$ cat src/hw/rtl/mtf_pkg.sv
// Shared widths, reset values and link types for the move-to-front encoder.
`timescale 1ns / 1ps

package mtf_pkg;

    localparam int MTF_MAX_SYMBOLS = 256;
    localparam int SYMBOL_W        = 9;
    localparam int POSITION_W      = 8;
    localparam int LIST_SIZE_W     = 9;

    localparam logic [LIST_SIZE_W-1:0] LIST_SIZE_RST = 9'd256;

    // Per-cell control: identity reload and token arrival from the left neighbor.
    typedef struct packed {
        logic init;
        logic carry_vld;
    } t_cell_ctl;

endpackage

$ cat src/hw/rtl/mtf_cell.sv
// One list entry of the move-to-front chain, with its carry register to the next cell.
`timescale 1ns / 1ps

module mtf_cell import mtf_pkg::*; #(
    parameter int                 SYM_W      = 9,
    parameter logic [SYM_W-1:0]   INIT_VALUE = '0
) (
    input  logic              i_clk,
    input  logic              i_rst_n,
    input  t_cell_ctl         i_ctl,
    input  logic [SYM_W-1:0]  i_carry,
    input  logic [SYM_W-1:0]  i_sym,
    output logic              o_carry_vld,
    output logic [SYM_W-1:0]  o_carry,
    output logic              o_hit
);

    logic [SYM_W-1:0] r_entry;
    logic [SYM_W-1:0] r_carry;
    logic             r_carry_vld;

    assign o_hit       = i_ctl.carry_vld && (r_entry == i_sym);
    assign o_carry     = r_carry;
    assign o_carry_vld = r_carry_vld;

    // The incoming value always takes this place; the old entry moves right
    // unless it is the symbol itself, which ends the shift here.
    always_ff @(posedge i_clk) begin
        if (!i_rst_n || i_ctl.init) begin
            r_entry     <= INIT_VALUE;
            r_carry_vld <= 1'b0;
        end else if (i_ctl.carry_vld) begin
            r_entry     <= i_carry;
            r_carry     <= r_entry;
            r_carry_vld <= !o_hit;
        end else begin
            r_carry_vld <= 1'b0;
        end
    end

endmodule

$ cat config.mk
export PLATFORM = sky130hd
export DESIGN_NAME = mtf_cell
export DESIGN_NICKNAME = d
export VERILOG_FILES = /design/src/hw/rtl/mtf_pkg.sv /design/src/hw/rtl/mtf_cell.sv
export SDC_FILE = /design/constraint.sdc
export NUM_CORES = 1
export LEC_CHECK = 0
export BUFFER_PORTS_ARGS = -buffer_cell sky130_fd_sc_hd__buf_2
export CAP_MARGIN = 20
export CORE_MARGIN = 2
export CORE_UTILIZATION = 47
export CTS_BUF_LIST = sky130_fd_sc_hd__clkbuf_4
export CTS_CLUSTER_DIAMETER = 80
export DETAILED_ROUTE_END_ITERATION = 12
export PLACE_DENSITY = 0.8
export SYNTH_ARGS = -nofsm -noshare
export SYNTH_HDL_FRONTEND = slang
export SYNTH_SLANG_ARGS = --single-unit
$ cat constraint.sdc
create_clock -name i_clk -period 1.4 [get_ports i_clk]
set_input_delay 0.28 -clock i_clk [delete_from_list [all_inputs] [get_ports i_clk]]
set_output_delay 0.28 -clock i_clk [all_outputs]
set_load 0.02 [all_outputs]
* After elaboration in Yosys (flattened, before gate mapping) *
Cells that the tools add are included.

word-level totals
  register bits = 19
  bits in latches = 0
  bits in writable memories = 0
  memory bits (read-only) = 0
  bits of input ports = 22
  output and inout bits = 11
  logic and storage cells = 12
  memories = 0

operators by class
  $add $sub $neg = 0
  $mul = 0
  div/mod/pow operators = 0
  magnitude comparators = 0
  eq/ne operators = 1
  shifts and indexed selects = 0
  muxes and demuxes = 0
  bitwise logic cells = 2
  reductions and logical operators = 6

operator list
  cell                 number
  equality test 9 bit  1
  zero test 1 bit      2
  inverter 1 bit       2
  AND reduction 2 bit  1
  OR reduction 2 bit   1
  logical AND 1 bit    1
  logical OR 1 bit     1

* Depth between registers and ports, before layout *
  word-level depth = 4
  depth in mapped cells = 4
  mapped depth without buffers = 3

* Least setup slack after synthesis *
OpenSTA, ideal clock, no wires.

  path kind = register -> output
  from = register r_entry[6]
  to = output port o_hit
  arrival = 1.101 ns
  data required time = 1.120 ns
  setup slack = 0.019 ns
  stages on the path, launching flop included = 4
  path buffers = 0
  path through = dfxtp_1 -> xnor2_2 -> nand4_1 -> nor3_1

between the ends
  word-level cells in the longest chain between the ends = 2

RTL lines
  what                      line            text
  start: declaration        mtf_cell.sv:18  logic [SYM_W-1:0] r_entry;
  start signal: assignment  mtf_cell.sv:33  r_entry <= i_carry;
  equality test 9 bit       mtf_cell.sv:22  assign o_hit = i_ctl.carry_vld && (r_entry == i_sym);
  logical AND 1 bit         mtf_cell.sv:22
  end: declaration          mtf_cell.sv:15  output logic o_hit

Every way passes these cells.

* Worst setup path in the final report *
  from = register r_entry[8]
  to = output port o_hit

The elaborated chain is that of the path after synthesis.

==> out/qor.yml <==
synth_xor_area_share_pct: 11.7
synth_top_area_share_pct: 36.5
power_density_nw_per_um2: 946
failed_checks: "setup timing"
layout_worst_path_cycle_share_pct: 111
leakagePower_nw: 0.515
vias: 551
fin_util_pct: 72.8
worstSetupPathType: "reg -> out"
maxCapViolCount: 0
diodes: 0
io_pins: 33
dpl_worst_slack_ns: 0.0885
worst_pin_slew_ns: 0.181
avgSynthCellArea_sq_um: 13.2
muxShareOfSynthArea_pct: 12.2
clock_path_buffers: 2
first_iter_violations: 10
hold_path_class: "in -> reg"
die-area_sq_um: 1910
min_period_ns: 1.55
clock_latency_ns: 0.29
clkSlewWorstSetupHoldPaths_ns: 0.10
synth_top_family_by_area: "multiplexers"
final_cell_mix: "buf_2 (31), buf_4 (12), mux2i_1 (9), nor2_1 (9), edfxtp_1 (9)"
grt_pass1_wl_mm: 2.27
cts_max_level: 1
worst_ir_drop_vdd_uv: 652
required_ns: 1.12
ant_nets: 0
syn_inst: 56
antenna_found_initial: 0
ys_warn_count: 0
place_inst: 106
synth-simple-area-share_pct: 9.14
synth_compound_area_share_pct: 1.18
synth.yosys.seq_area_share_pct: 63.6
layout.cells.non_filler: 118
fin_area_sq_um: 1080
wirelength_mm: 1.60
syn-num-nets: 78
gp_congestion: 0.782
max_slew_margin_pct: 87.8
cp.arrival_ns: 1.27
startpoint_type: "flip-flop"
netlist_area_sq_um: 739
skew_ns: 0.00196
start_util_pct: 49.7
rows: 14
rsz0062_at_grt: "true"
cp_max_fo: 2
run_status: "complete, but fails checks"
core_area_sq_um: 1490
drive_above_1_share_pct: 61.8
synth.largest_area_cell: "edfxtp_1"
hold_viol: 0
wire_per_inst_um: 13.6
synth-seq-cells: 19
grt_max_degree: 11
postPlaceCellArea_sq_um: 937
setup_viol: 1
first_global_vias: 522
synthAdderAreaFrac_pct: 0
hold_slack_ns: 0.225
nets: 125
drtPass1Iterations: 4
clockRootBuffer: "clkbuf_4"
cts_tree: "built"
drt-vias-per-instance: 4.67
die_h_um: 43.7
clock_sinks: 19
track_usage_pct: 17.5
hpwl_mm: 1.04
mostFrequentLayoutCell: "buf_2"
die_w_um: 43.7
ys_types: 15
endpoint_kind: "primary output"
synth_area_leaders: "edfxtp_1 (37%), dfxtp_1 (27%), mux2i_1 (12%)"
drc: 0
finalMaxSlewViolations: 0
cts_buffers: 3
area_growth_pct: 46.5
fmax_ghz: 0.645
setup_ws_ns: -0.151
gr-total-overflow: 0
portBuffers: 32
## stage by stage
stage          power [W]  TNS, ns
2_1_floorplan   0.000679        0
3_3_place_gp    0.000726        0
3_5_place_dp    0.000729        0
4_1_cts          0.00103   -0.150
5_1_grt          0.00107   -0.278
6_report         0.00103   -0.151
## path summary, 6_finish.rpt
kind	cells after the start	endpoint	slack, ns	from
worst max-delay path	4	o_hit	-0.15	r_entry[8]
worst min-delay path	3	r_entry[1]	0.23	i_carry[1]
worst max register to register	5	o_carry_vld	0.09	r_entry[2]
worst min register to register	0	o_carry[3]	0.48	r_entry[3]
## state kept, by name, indices dropped and copies added (netlist names)
| name | cells |
|---|---|
| o_carry_vld | 1 |
| o_carry | 9 |
| r_entry | 9 |
## where the power goes
part	total [W]	internal [W]	leakage, nW	switching, W
combinational	0.000140	0.0000782	0.318	0.0000617
clock	0.000281	0.000130	0.0184	0.000151
sequential	0.000605	0.000595	0.178	0.00000982
## cells in the mapped netlist
master / count
edfxtp_1: 9
nand4_1: 2
buf_4: 1
buf_2: 1
o31a_1: 1
nor2_1: 9
nor3_1: 1
nand2_1: 1
xnor2_1: 8
inv_1: 1
nor2_2: 1
dfxtp_1: 10
xnor2_2: 1
nand2b_1: 1
mux2i_1: 9
## routing by layer
layer	vias up	GRT usage, %	wire [um]
met2	17	28.5	840
met5	-	0	0
met4	0	12.7	19
met3	2	5.42	81
li1	283	-	-
met1	249	19.0	660
## worst max-delay path, cell delays in order (launching register included)
cell and delay [ns]:
dfxtp_2 0.37, xnor2_2 0.12, nand4_1 0.14, nor3_1 0.20
buf_4 0.17
## cells by family after synthesis
kind of cell / Yosys count
AND/OR/NAND/NOR: 15
flip-flops: 19
multiplexers: 9
buffers and inverters: 3
XOR/XNOR: 9
AO/OA/AOI/OAI: 1
## timing repair
item | CTS | global route
endpoints found under the setup margin | 1 | 2
gates cloned | 0 | 0
gates resized for setup | 11 | 7
pin swaps | 8 | 9
hold endpoints to repair | 0 | 0
hold buffers | 0 | 0
buffers inserted | 8 | 2
## layout make-up
class	instances	area, sq um
clock buffers	4	30.0
fillers	99	405
inverters	1	3.75
multi-input cells	34	290
flip-flops and latches	19	483
well taps	16	20.0
repair buffers	44	256
Note: power is estimated with default switching activity, not from simulation.
